<file path="config.mk">
export PLATFORM = sky130hd
export DESIGN_NAME = kldma_front
export DESIGN_NICKNAME = d
export VERILOG_FILES = /design/src/rtl/core/kldma_pkg.sv /design/src/rtl/core/kldma_front.sv
export SDC_FILE = /design/constraint.sdc
export NUM_CORES = 1
export LEC_CHECK = 0
export CORE_MARGIN = 2
export CORE_UTILIZATION = 35
export CTS_CLUSTER_SIZE = 40
export DETAILED_ROUTE_END_ITERATION = 12
export DONT_BUFFER_PORTS = 1
export SYNTH_ARGS = -nofsm -noshare
export SYNTH_HDL_FRONTEND = slang
export SYNTH_SLANG_ARGS = --single-unit
</file>
<file path="constraint.sdc">
create_clock -name clk -period 6.37 [get_ports clk]
set_input_delay 0.3185 -clock clk [delete_from_list [all_inputs] [get_ports clk]]
set_output_delay 0.3185 -clock clk [all_outputs]
set_load 0.01 [all_outputs]
</file>
<file path="src/rtl/core/kldma_pkg.sv">
// Shared types and constants for the KL divergence mean accumulator.
// No dependencies; imported by the front, back and top level.
`default_nettype none

package kldma_pkg;

  localparam int unsigned CountW = 16;
  localparam int unsigned PredW  = 32;
  localparam int unsigned AccW   = 48;
  localparam int unsigned RowW   = 11;

  // ln(2) in Q0.32
  localparam logic [31:0] Ln2Q32 = 32'hB17217F8;

  // One queued matrix entry, tagged by the front
  typedef struct packed {
    logic [CountW-1:0] count;
    logic [PredW-1:0]  pred;
    logic              last;
    logic              skip;
  } entry_t;

  typedef enum logic [2:0] {
    B_IDLE,
    B_LOG,
    B_LN,
    B_TERM,
    B_ACC,
    B_DSET,
    B_DIV,
    B_OUT
  } back_state_t;

endpackage

`default_nettype wire

</file>
<file path="src/rtl/core/kldma_front.sv">
// Front end: accepts matrix entries, flags entries with a zero count or prediction, holds a two-entry queue.
// Depends on kldma_pkg.
`default_nettype none

module kldma_front (
  input  wire logic                clk,
  input  wire logic                rst,
  input  wire logic                s_tvalid,
  output logic                     s_tready,
  input  wire logic [47:0]         s_tdata,   // observed_count[15:0], predicted_value[47:16]
  input  wire logic                s_tlast,   // last_entry
  output kldma_pkg::entry_t        head,
  output logic                     head_valid,
  input  wire logic                pop
);
  import kldma_pkg::*;

  entry_t     slot [2];
  logic       wp;
  logic       rp;
  logic [1:0] fill;
  logic       push;
  entry_t     incoming;

  // Classify: a zero count or zero prediction adds nothing
  always_comb begin
    incoming.count = s_tdata[15:0];
    incoming.pred  = s_tdata[47:16];
    incoming.last  = s_tlast;
    incoming.skip  = (s_tdata[15:0] == '0) || (s_tdata[47:16] == '0);
  end

  assign s_tready   = (fill != 2'd2);
  assign push       = s_tvalid && s_tready;
  assign head       = slot[rp];
  assign head_valid = (fill != 2'd0);

  // Write the incoming transfer into the queue
  always_ff @(posedge clk) begin
    if (push) begin
      slot[wp] <= incoming;
    end
  end

  // Advance pointers and fill level
  always_ff @(posedge clk) begin
    if (rst) begin
      wp   <= 1'b0;
      rp   <= 1'b0;
      fill <= 2'd0;
    end else begin
      if (push) begin
        wp <= ~wp;
      end
      if (pop) begin
        rp <= ~rp;
      end
      if (push && !pop) begin
        fill <= fill + 2'd1;
      end else if (pop && !push) begin
        fill <= fill - 2'd1;
      end
    end
  end

endmodule

`default_nettype wire

</file>
==> impl_metrics.xml, run 1 <==
<?xml version="1.0" encoding="UTF-8"?>
<metrics>
  <group name="status">
    <metric name="outcome" unit="">completed</metric>
  </group>
  <group name="final_layout">
    <metric name="layout-drive-gt1-share" unit="%">33.5</metric>
    <metric name="post_layout_nonfiller_instances" unit="">349</metric>
    <metric name="insertedDiodeCount" unit="">0</metric>
    <metric name="area_overhead_of_the_layout_relative_to_synthesis" unit="%">9.85</metric>
    <metric name="layout.nets" unit="">258</metric>
    <metric name="multiInputGateArea" unit="um^2">785</metric>
    <metric name="seq_cell_area" unit="um^2">3100</metric>
    <metric name="nFillCells" unit="">995</metric>
  </group>
  <group name="clocking">
    <metric name="clock_sinks" unit="">105</metric>
    <metric name="cts_tree" unit="">built</metric>
    <metric name="postCtsSetupBuffers" unit="">0</metric>
    <metric name="clock-root-buffer" unit="">clkbuf_8</metric>
    <metric name="cts.clk_slew.worst_paths" unit="ps">100</metric>
    <metric name="clock_tree.buffer_depth" unit="">2</metric>
    <metric name="clk-insertion-delay-late" unit="ps">360</metric>
    <metric name="tritoncts.num_buffers" unit="">9</metric>
    <metric name="clock_tree.htree_level_count" unit="">3</metric>
  </group>
  <group name="synth">
    <metric name="synthCells" unit="">196</metric>
    <metric name="synth.yosys.warnings" unit="">0</metric>
    <metric name="synth.avg_cell_area" unit="um^2">20.0</metric>
    <metric name="ys_ff_latch" unit="">105</metric>
    <metric name="netlist_area" unit="um^2">3920</metric>
    <metric name="synth_nets" unit="">250</metric>
    <metric name="synth.yosys.seq_area_share" unit="%">79.1</metric>
    <metric name="synth_cell_types" unit="">21</metric>
  </group>
  <group name="setup_path">
    <metric name="regToRegSetupSlack" unit="ps">4430</metric>
    <metric name="crit_path_leading_delay_family" unit="">buffers and inverters</metric>
    <metric name="max_stage_delay" unit="ps">530</metric>
    <metric name="path_max_fanout" unit="">50</metric>
    <metric name="end_kind" unit="">output port</metric>
    <metric name="critical_path.reg2reg.startpoint" unit="">fill[0]$_SDFFE_PP0P_</metric>
    <metric name="worst-setup-path-type" unit="">reg2out</metric>
    <metric name="crit_path_cell_trace" unit="">buf_4 -&gt; mux2_2</metric>
    <metric name="worst_ep_required_time" unit="ps">6050</metric>
    <metric name="rr_worst_depth" unit="">3</metric>
    <metric name="regToRegEndpoint" unit="">slot[0][13]$_DFFE_PP_</metric>
    <metric name="timing.critical_path.buf_inv" unit="">1</metric>
    <metric name="critical_path_arrival" unit="ps">1710</metric>
    <metric name="crit_path_top_delay_cell" unit="">buf_4</metric>
    <metric name="worst_setup_path_start_kind" unit="">register</metric>
  </group>
  <group name="floorplan">
    <metric name="die_span_y" unit="um">110</metric>
    <metric name="die_width" unit="um">110</metric>
    <metric name="ios" unit="">105</metric>
    <metric name="fp-row-count" unit="">38</metric>
    <metric name="floorplan.die_area" unit="um^2">12100</metric>
    <metric name="core_area" unit="um^2">10900</metric>
    <metric name="initial_utilization" unit="%">36.0</metric>
  </group>
  <group name="timing">
    <metric name="finalSetupViolations" unit="">0</metric>
    <metric name="timing_max_transition_violations_final" unit="">0</metric>
    <metric name="clock-skew-final" unit="ps">7.78</metric>
    <metric name="finalSetupTns" unit="ps">0</metric>
    <metric name="finalHoldViolCount" unit="">0</metric>
    <metric name="period_share" unit="%">31.8</metric>
    <metric name="period_needed" unit="ps">2020</metric>
    <metric name="setup_repair_after_global_routing_missed_its_margin" unit="">no</metric>
    <metric name="slew_headroom" unit="%">23.8</metric>
    <metric name="fmaxAchievable" unit="GHz">0.494</metric>
    <metric name="tightest_slew" unit="ps">1140</metric>
  </group>
  <group name="global_route">
    <metric name="gr-total-overflow" unit="">0</metric>
    <metric name="grt_pass1_wl" unit="mm">9.98</metric>
    <metric name="grt_max_degree" unit="">51</metric>
    <metric name="via_count_of_the_first_global_routing_pass" unit="">1873</metric>
    <metric name="antenna_found_initial" unit="">0</metric>
    <metric name="global_route_usage_sum" unit="%">11.5</metric>
  </group>
  <group name="hold_path">
    <metric name="hp-class" unit="">in2reg</metric>
    <metric name="hp-start" unit="">s_tdata[4]</metric>
    <metric name="hold-path-cell-count" unit="">0</metric>
    <metric name="worstHoldEndpoint" unit="">slot[0][38]$_DFFE_PP_</metric>
  </group>
  <group name="run">
    <metric name="drv_cap" unit="">0</metric>
  </group>
  <group name="drt">
    <metric name="antenna_violating_nets_post_route" unit="">0</metric>
    <metric name="via_count" unit="">1722</metric>
    <metric name="routed_wl" unit="mm">6.70</metric>
    <metric name="number_of_design_rule_violations_left_by_the_first_detailed_router_iteration" unit="">43</metric>
    <metric name="drc" unit="">0</metric>
    <metric name="post_drt_via_cell_ratio" unit="">4.93</metric>
    <metric name="routedWlPerCell" unit="um">19.2</metric>
    <metric name="drtPass1Iterations" unit="">4</metric>
  </group>
  <group name="power">
    <metric name="irDropWorstVdd" unit="uV">162</metric>
    <metric name="cellPowerDensity" unit="nW/um^2">335</metric>
    <metric name="total_leakage_power" unit="nW">1.35</metric>
  </group>
  <group name="place">
    <metric name="numPlacedInstances" unit="">332</metric>
    <metric name="placement.io_buffers" unit="">0</metric>
    <metric name="final_replace_weighted_congestion" unit="">0.659</metric>
  </group>
</metrics>
==> sequential cells by signal, indices dropped and copies added (netlist names), named ones only <==
register / count
wp: 1
fill: 2
rp: 1
slot: 100
==> worst max-delay path by stage <==
stage,cells past startpoint,end,start,slack [ps]
after floorplan,2,slot[1][0]$_DFFE_PP_,fill[0]$_SDFFE_PP0P_,4170
after global placement,3,slot[0][16]$_DFFE_PP_,fill[0]$_SDFFE_PP0P_,4430
after detailed placement,3,slot[0][7]$_DFFE_PP_,fill[0]$_SDFFE_PP0P_,4400
after CTS,2,head[42],register,4300
after global routing,2,head[42],register,4230
final,2,head[17],register,4350
==> timing repair <==
action                    in CTS  in global routing
gates resized for setup        0                  0
hold buffers                   1                  0
hold endpoints to repair       5                  0
==> report_power, final <==
part | leakage (nW) | internal, mW | total (mW) | switching, mW
sequential | 0.975 | 0.836 | 0.852 | 0.0156
clock | 0.102 | 0.205 | 0.426 | 0.221
combinational | 0.277 | 0.0598 | 0.166 | 0.106
==> placed cells by master, fill, tap and decap left out, types with 2 or more instances in the layout <==
master,netlist,routed
a21oi_1,2,2
buf_4,0,2
clkbuf_8,0,11
clkinvlp_4,0,2
dfxtp_1,5,4
edfxtp_1,100,100
mux2_1,4,4
mux2_2,46,46
nand4_1,3,3
nor2_1,3,3
nor4_1,12,12
o21ai_0,2,2
xor2_1,2,2
==> Yosys cell counts <==
library cell / count / share of area [%]
mux2_1: 4 / 1.1
or3_1: 1 / 0.16
buf_2: 6 / 0.77
inv_1: 2 / 0.19
nand2b_4: 1 / 0.35
nand3b_1: 1 / 0.19
and3_1: 1 / 0.16
o21ai_0: 2 / 0.26
xnor2_1: 1 / 0.22
nor2_1: 3 / 0.29
a21oi_1: 2 / 0.26
edfxtp_1: 100 / 77
dfxtp_1: 5 / 2.6
a21bo_2: 1 / 0.26
or2_2: 1 / 0.16
xor2_1: 2 / 0.45
nand4_1: 3 / 0.48
and2_1: 1 / 0.16
nor4_1: 12 / 1.9
ha_1: 1 / 0.32
mux2_2: 46 / 13
==> routing by layer <==
layer  track usage, %  wire length (um)
met5                0                 0
met4             4.61                85
met3             6.58               794
met2             18.2              3240
met1             12.6              2570
==> per-stage QoR <==
step	power, mW	hold WS (ps)	area (um^2)	utilization (%)	setup slack (ps)
after global placement	1.04	389	4090	37.5	4430
after CTS	1.47	15.1	4310	39.6	4300
after detailed placement	1.04	390	4090	37.5	4400
after global routing	1.51	11.1	4310	39.6	4230
final	1.44	47.3	4310	39.6	4350
after floorplan	1.00	388	3920	-	4170
==> worst reg2reg max path, stage by stage (launching register included) <==
cell and delay (ps):
dfxtp_1 400, nand2b_4 180, nand3b_1 120, inv_2 840
==> kinds of logic after synthesis <==
group                      count (synthesis)  synth area share [%]
buffers and inverters                      8                 0.957
adders and majority gates                  1                 0.319
and+or+nand+nor                           24                  3.86
muxes                                     50                  14.3
AOI/OAI and AO/OA                          5                 0.765
xor gates and xnor gates                   3                 0.670
DFF                                      105                  79.1
==> area by class of cell <==
cell class	count	area share, %
multi-input combinational	83	18.2
tap	140	4.06
sequential	105	72.0
inverter	2	0.174
clock buffer	11	3.51
timing repair buffer	3	0.581
clock inverter	5	1.45
No activity file was read; power rests on OpenSTA's default activity.
==> run 2: changes to the inputs <==
Clock period 6.37 ns to 1.9 ns, I/O delays scaled along.
==> impl_metrics.xml, run 2 (synthesis gave the netlist of run 1 again) <==
<?xml version="1.0" encoding="UTF-8"?>
<metrics>
  <group name="global_route">
    <metric name="grt_pass1_wl" unit="mm">11.2</metric>
    <metric name="use_met3" unit="%">4.45</metric>
    <metric name="antenna_found_initial" unit="">0</metric>
    <metric name="via_count_of_the_first_global_routing_pass" unit="">2190</metric>
    <metric name="grt_max_degree" unit="">29</metric>
    <metric name="use_met2" unit="%">21.0</metric>
    <metric name="global_route_usage_sum" unit="%">12.6</metric>
    <metric name="global_route.usage.met1" unit="%">14.5</metric>
    <metric name="gr-max-usage-layer" unit="">met2</metric>
    <metric name="gr-total-overflow" unit="">0</metric>
  </group>
  <group name="hold_path">
    <metric name="hold-path-cell-count" unit="">3</metric>
    <metric name="hp-start" unit="">s_tdata[14]</metric>
    <metric name="hp-class" unit="">in2reg</metric>
    <metric name="worstHoldEndpoint" unit="">slot[1][0]$_DFFE_PP_</metric>
  </group>
  <group name="final_layout">
    <metric name="nFillCells" unit="">975</metric>
    <metric name="layout_commonest_cell" unit="">edfxtp_1</metric>
    <metric name="layout.nets" unit="">314</metric>
    <metric name="insertedDiodeCount" unit="">0</metric>
    <metric name="final_cell_mix" unit="">edfxtp_1 (100), dlygate4sd3_1 (53), mux2_2 (46), nor4_1 (12), clkbuf_8 (9)</metric>
    <metric name="layout-drive-gt1-share" unit="%">26.4</metric>
    <metric name="post_layout_inst_area" unit="um^2">4880</metric>
    <metric name="register_with_the_highest_flop_count" unit="">slot</metric>
    <metric name="largestRegisters" unit="">slot x100, fill x2</metric>
    <metric name="area_overhead_of_the_layout_relative_to_synthesis" unit="%">24.4</metric>
    <metric name="largest_register_ffs" unit="">100</metric>
  </group>
  <group name="clocking">
    <metric name="cts.clk_slew.worst_paths" unit="ps">90</metric>
    <metric name="tritoncts.num_buffers" unit="">9</metric>
    <metric name="clk-insertion-delay-late" unit="ps">350</metric>
    <metric name="clock_tree.buffer_depth" unit="">2</metric>
    <metric name="clock_tree.htree_level_count" unit="">3</metric>
    <metric name="clock-root-buffer" unit="">clkbuf_8</metric>
    <metric name="cts_tree" unit="">built</metric>
    <metric name="clock_sinks" unit="">105</metric>
    <metric name="postCtsSetupBuffers" unit="">0</metric>
  </group>
  <group name="power">
    <metric name="power.share.combinational" unit="%">14.1</metric>
    <metric name="power.internal" unit="mW">3.84</metric>
    <metric name="irDropWorstVdd" unit="uV">417</metric>
    <metric name="power.share.sequential" unit="%">57.3</metric>
    <metric name="cellPowerDensity" unit="nW/um^2">1020</metric>
    <metric name="netSwitchingFraction" unit="%">22.7</metric>
    <metric name="netSwitchingPower" unit="mW">1.13</metric>
    <metric name="clkPwrFrac" unit="%">28.6</metric>
    <metric name="total_leakage_power" unit="nW">1.59</metric>
  </group>
  <group name="drt">
    <metric name="antenna_violating_nets_post_route" unit="">0</metric>
    <metric name="routedWlPerCell" unit="um">18.4</metric>
    <metric name="number_of_design_rule_violations_left_by_the_first_detailed_router_iteration" unit="">52</metric>
    <metric name="drtPass1Iterations" unit="">4</metric>
    <metric name="routed_wl" unit="mm">7.46</metric>
    <metric name="via_count" unit="">1964</metric>
    <metric name="drc" unit="">0</metric>
    <metric name="post_drt_via_cell_ratio" unit="">4.85</metric>
  </group>
  <group name="place">
    <metric name="dp_hpwl" unit="mm">4.73</metric>
    <metric name="placement.io_buffers" unit="">0</metric>
    <metric name="post_dp_cell_area" unit="um^2">4150</metric>
    <metric name="final_replace_weighted_congestion" unit="">0.644</metric>
  </group>
  <group name="run">
    <metric name="drv_cap" unit="">0</metric>
  </group>
  <group name="timing">
    <metric name="setup_repair_after_global_routing_missed_its_margin" unit="">no</metric>
    <metric name="period_needed" unit="ps">1580</metric>
    <metric name="period_share" unit="%">83.2</metric>
    <metric name="tightest_slew" unit="ps">420</metric>
    <metric name="finalSetupViolations" unit="">0</metric>
    <metric name="timing_max_transition_violations_final" unit="">0</metric>
    <metric name="finalHoldViolCount" unit="">0</metric>
    <metric name="clock-skew-final" unit="ps">9.62</metric>
    <metric name="slew_headroom" unit="%">71.7</metric>
    <metric name="fmaxAchievable" unit="GHz">0.632</metric>
    <metric name="finalSetupTns" unit="ps">0</metric>
  </group>
  <group name="setup_path">
    <metric name="worst-setup-path-type" unit="">reg2reg</metric>
    <metric name="end_kind" unit="">register</metric>
    <metric name="regToRegSetupSlack" unit="ps">320</metric>
    <metric name="regToRegEndpoint" unit="">fill[1]$_SDFFE_PP0P_</metric>
    <metric name="timing.critical_path.buf_inv" unit="">0</metric>
    <metric name="rr_worst_depth" unit="">5</metric>
    <metric name="crit_path_top_delay_cell" unit="">dfxtp_1</metric>
    <metric name="critical_path.reg2reg.startpoint" unit="">fill[0]$_SDFFE_PP0P_</metric>
    <metric name="worst_setup_path_start_kind" unit="">register</metric>
    <metric name="critical_path_arrival" unit="ps">1870</metric>
    <metric name="path_max_fanout" unit="">5</metric>
    <metric name="max_stage_delay" unit="ps">360</metric>
    <metric name="worst_ep_required_time" unit="ps">2190</metric>
    <metric name="crit_path_leading_delay_family" unit="">simple AND/OR/NAND/NOR gates</metric>
    <metric name="crit_path_cell_trace" unit="">nand2b_4 -&gt; and2_1 -&gt; ha_1 -&gt; or3_1 -&gt; a21oi_1</metric>
  </group>
  <group name="floorplan">
    <metric name="fp-row-count" unit="">38</metric>
    <metric name="die_span_y" unit="um">110</metric>
    <metric name="core_area" unit="um^2">10900</metric>
    <metric name="die_width" unit="um">110</metric>
    <metric name="initial_utilization" unit="%">36.0</metric>
    <metric name="ios" unit="">105</metric>
    <metric name="floorplan.die_area" unit="um^2">12100</metric>
  </group>
  <group name="status">
    <metric name="outcome" unit="">completed</metric>
  </group>
</metrics>
-- run 2: cell count changes in the layout (fill, tap and decap cells not counted) --
cell	delta
buf_12	+2
buf_4	+2
bufinv_16	+1
clkbuf_1	+4
clkbuf_8	-2
clkinv_2	+1
clkinv_4	-1
clkinvlp_4	-1
dlygate4sd3_1	+52
inv_2	-1
inv_6	-1
-- run 2: repair_timing --
action                    in CTS  in global routing
hold buffers                  53                  0
resized for setup              0                  0
hold endpoints to repair     103                  0
-- run 2: how the worst max path moves through the flow --
stage	start	slack, ps	cells after the start	to
floorplan	fill[0]$_SDFFE_PP0P_	150	3	slot[0][0]$_DFFE_PP_
global placement	fill[0]$_SDFFE_PP0P_	400	5	fill[1]$_SDFFE_PP0P_
detailed placement	fill[0]$_SDFFE_PP0P_	340	5	fill[1]$_SDFFE_PP0P_
CTS	register	290	2	head[4]
global route	fill[0]$_SDFFE_PP0P_	230	4	slot[0][5]$_DFFE_PP_
finish	fill[0]$_SDFFE_PP0P_	320	5	fill[1]$_SDFFE_PP0P_
-- run 2: routing by layer --
metal  routed length, um  share of wire [%]
met1                2950                 40
met2                3820                 51
met3                 567                7.6
met4                 122                1.6
met5                   0                  0
-- run 2: final cells by class --
type | instances | area [um^2] | share of cell area [%]
well taps | 140 | 175 | 3.59
clock inverters | 3 | 65.1 | 1.33
inverters | 2 | 11.3 | 0.231
flip-flops and latches | 105 | 3100 | 63.6
clock buffers | 13 | 139 | 2.85
repair buffers | 59 | 601 | 12.3
multi-input cells | 83 | 785 | 16.1
-- run 2: metrics by stage --
| stage | setup slack (ps) | std cells | util, % | hold WS [ps] | power, mW |
|---|---|---|---|---|---|
| floorplan | 149 | 196 | - | 164 | 3.36 |
| global placement | 397 | 336 | 38.1 | 163 | 3.50 |
| detailed placement | 340 | 336 | 38.1 | 165 | 3.52 |
| CTS | 291 | 405 | 44.8 | 102 | 5.05 |
| global route | 228 | 405 | 44.8 | 129 | 5.19 |
| finish | 318 | 405 | 44.8 | 111 | 4.97 |
-- run 2: worst min-delay path: stages --
cell and delay [ps]:
nor4_1 40, nand4_1 70, o21ai_0 90
-- run 2: power by group through the flow --
stage / clock network [mW] / logic, mW / registers [mW]
final: 1.42 / 0.700 / 2.85
after global routing: 1.56 / 0.761 / 2.88
after CTS: 1.48 / 0.716 / 2.85
after detailed placement: 0 / 0.607 / 2.91
after global placement: 0 / 0.601 / 2.90
after floorplan: 0 / 0.464 / 2.89
==> run 3: changes to the inputs <==
Clock period 1.9 ns to 1.35 ns, I/O delays scaled along.
==> impl_metrics.xml, run 3 (synthesis gave the netlist of run 1 again) <==
<?xml version="1.0" encoding="UTF-8"?>
<metrics>
  <group name="final_layout">
    <metric name="largestRegisters" unit="">slot x100, fill x2</metric>
    <metric name="final_cell_mix" unit="">edfxtp_1 (100), dlygate4sd3_1 (53), mux2_4 (36), mux2_2 (14), nor4_1 (12)</metric>
    <metric name="post_layout_nonfiller_instances" unit="">416</metric>
    <metric name="register_with_the_highest_flop_count" unit="">slot</metric>
    <metric name="largest_register_ffs" unit="">100</metric>
    <metric name="area_overhead_of_the_layout_relative_to_synthesis" unit="%">32.8</metric>
    <metric name="layout_commonest_cell" unit="">edfxtp_1</metric>
    <metric name="post_layout_inst_area" unit="um^2">5210</metric>
    <metric name="insertedDiodeCount" unit="">0</metric>
    <metric name="nFillCells" unit="">916</metric>
    <metric name="layout-drive-gt1-share" unit="%">33.3</metric>
    <metric name="layout.nets" unit="">325</metric>
    <metric name="final_core_util" unit="%">47.9</metric>
  </group>
  <group name="clocking">
    <metric name="clock_sinks" unit="">105</metric>
    <metric name="clk-insertion-delay-late" unit="ps">360</metric>
    <metric name="tritoncts.num_buffers" unit="">9</metric>
    <metric name="cts.clk_slew.worst_paths" unit="ps">110</metric>
    <metric name="clock_tree.htree_level_count" unit="">3</metric>
    <metric name="clock-root-buffer" unit="">clkbuf_8</metric>
    <metric name="cts_tree" unit="">built</metric>
    <metric name="clock_tree.buffer_depth" unit="">2</metric>
  </group>
  <group name="drt">
    <metric name="number_of_design_rule_violations_left_by_the_first_detailed_router_iteration" unit="">49</metric>
    <metric name="antenna_violating_nets_post_route" unit="">0</metric>
    <metric name="via_count" unit="">2029</metric>
    <metric name="drtPass1Iterations" unit="">4</metric>
    <metric name="post_drt_via_cell_ratio" unit="">4.88</metric>
    <metric name="routedWlPerCell" unit="um">18.8</metric>
    <metric name="routed_wl" unit="mm">7.82</metric>
    <metric name="drc" unit="">0</metric>
  </group>
  <group name="place">
    <metric name="numPlacedInstances" unit="">342</metric>
    <metric name="final_replace_weighted_congestion" unit="">0.671</metric>
    <metric name="post_dp_cell_area" unit="um^2">4250</metric>
    <metric name="placement.io_buffers" unit="">0</metric>
  </group>
  <group name="global_route">
    <metric name="global_route_usage_sum" unit="%">12.7</metric>
    <metric name="via_count_of_the_first_global_routing_pass" unit="">2173</metric>
    <metric name="antenna_found_initial" unit="">0</metric>
    <metric name="grt_pass1_wl" unit="mm">11.2</metric>
    <metric name="gr-total-overflow" unit="">0</metric>
    <metric name="grt_max_degree" unit="">33</metric>
  </group>
  <group name="setup_path">
    <metric name="crit_path_leading_delay_family" unit="">buffers and inverters</metric>
    <metric name="critical_path.reg2reg.startpoint" unit="">fill[0]$_SDFFE_PP0P_</metric>
    <metric name="regToRegSetupSlack" unit="ps">-80</metric>
    <metric name="regToRegEndpoint" unit="">slot[0][19]$_DFFE_PP_</metric>
    <metric name="rr_worst_depth" unit="">5</metric>
    <metric name="worst_setup_path_start_kind" unit="">register</metric>
    <metric name="timing.critical_path.depth" unit="">5</metric>
    <metric name="worst-setup-path-type" unit="">reg2reg</metric>
    <metric name="end_kind" unit="">register</metric>
    <metric name="path_max_fanout" unit="">8</metric>
    <metric name="cp-startpoint" unit="">fill[0]$_SDFFE_PP0P_</metric>
    <metric name="crit_path_top_delay_cell" unit="">dfxtp_2</metric>
    <metric name="max_stage_delay" unit="ps">330</metric>
    <metric name="critical_path_arrival" unit="ps">1550</metric>
    <metric name="crit_path_cell_trace" unit="">nand2b_4 -&gt; buf_6 -&gt; nand3b_1 -&gt; clkinvlp_4 -&gt; clkbuf_16</metric>
    <metric name="timing.critical_path.buf_inv" unit="">3</metric>
    <metric name="worst_ep_required_time" unit="ps">1470</metric>
  </group>
  <group name="timing">
    <metric name="fmaxAchievable" unit="GHz">0.700</metric>
    <metric name="worst_slack" unit="ps">-78.6</metric>
    <metric name="finalSetupTns" unit="ps">-4980</metric>
    <metric name="period_share" unit="%">106</metric>
    <metric name="clock-skew-final" unit="ps">10.1</metric>
    <metric name="setup_repair_after_global_routing_missed_its_margin" unit="">yes</metric>
    <metric name="holdWs" unit="ps">94.0</metric>
    <metric name="tightest_slew" unit="ps">454</metric>
    <metric name="slew_headroom" unit="%">69.5</metric>
    <metric name="period_needed" unit="ps">1430</metric>
    <metric name="finalHoldViolCount" unit="">0</metric>
    <metric name="timing_max_transition_violations_final" unit="">0</metric>
    <metric name="finalSetupViolations" unit="">101</metric>
  </group>
  <group name="status">
    <metric name="outcome" unit="">finished with violations</metric>
    <metric name="violations_in_the_final_reports" unit="">negative setup slack</metric>
  </group>
  <group name="floorplan">
    <metric name="initial_utilization" unit="%">36.0</metric>
    <metric name="core_area" unit="um^2">10900</metric>
    <metric name="floorplan.die_area" unit="um^2">12100</metric>
    <metric name="die_width" unit="um">110</metric>
    <metric name="ios" unit="">105</metric>
    <metric name="fp-row-count" unit="">38</metric>
    <metric name="die_span_y" unit="um">110</metric>
  </group>
  <group name="power">
    <metric name="total_leakage_power" unit="nW">1.81</metric>
    <metric name="cellPowerDensity" unit="nW/um^2">1390</metric>
    <metric name="irDropWorstVdd" unit="uV">734</metric>
  </group>
  <group name="run">
    <metric name="drv_cap" unit="">0</metric>
  </group>
  <group name="hold_path">
    <metric name="hold-path-cell-count" unit="">3</metric>
    <metric name="hp-start" unit="">s_tdata[38]</metric>
    <metric name="hp-class" unit="">in2reg</metric>
    <metric name="worstHoldEndpoint" unit="">slot[1][0]$_DFFE_PP_</metric>
  </group>
</metrics>
==> run 3: metal layers <==
metal	vias up	share of wire (%)	global-route usage (%)
li1	930	-	-
met5	-	0	0
met4	0	1.1	3.80
met3	8	8.7	5.16
met2	72	49	21.6
met1	1019	41	14.6
==> run 3: repair_timing <==
action                                  in CTS  in global routing
gates cloned                                 0                  3
endpoints found under the hold margin      103                  0
resized for setup                            8                 36
endpoints found under the setup margin      83                105
pin swaps                                    1                  0
setup buffers                                0                  2
hold buffers                                53                  0
==> run 3: through the flow <==
step	setup WS (ps)	power [mW]
finish	-78.6	7.26
floorplan	-392	4.74
global route	-132	7.60
CTS	-89.0	7.19
detailed placement	-87.5	5.06
global placement	-42.6	5.04
==> run 3: worst register-to-register path, delay by kind of cell (launching register included) <==
family	cells	cell delay (ps)
buffers and inverters	3	580
flip-flops	1	330
AND/OR/NAND/NOR	2	290
==> run 3: cell type report <==
type	count	area [um^2]	area share (%)
Tap cell	140	175	3.36
Multi-Input combinational cell	83	938	18.0
Sequential cell	105	3110	59.6
Clock inverter	7	78.8	1.51
Inverter	2	11.3	0.216
Timing Repair Buffer	70	776	14.9
Clock buffer	9	124	2.38
==> run 3: report_power, final <==
group	total, mW	switching [mW]	internal [mW]
clock	1.94	1.06	0.877
combinational	1.31	0.628	0.679
sequential	4.02	0.0808	3.94
==> run 3: how the worst max path moves through the flow <==
| stage | slack [ps] | to |
|---|---|---|
| detailed placement | -90 | fill[1]$_SDFFE_PP0P_ |
| finish | -80 | slot[0][19]$_DFFE_PP_ |
| floorplan | -390 | slot[0][0]$_DFFE_PP_ |
| CTS | -90 | head[17] |
| global route | -130 | fill[1]$_SDFFE_PP0P_ |
| global placement | -40 | fill[1]$_SDFFE_PP0P_ |
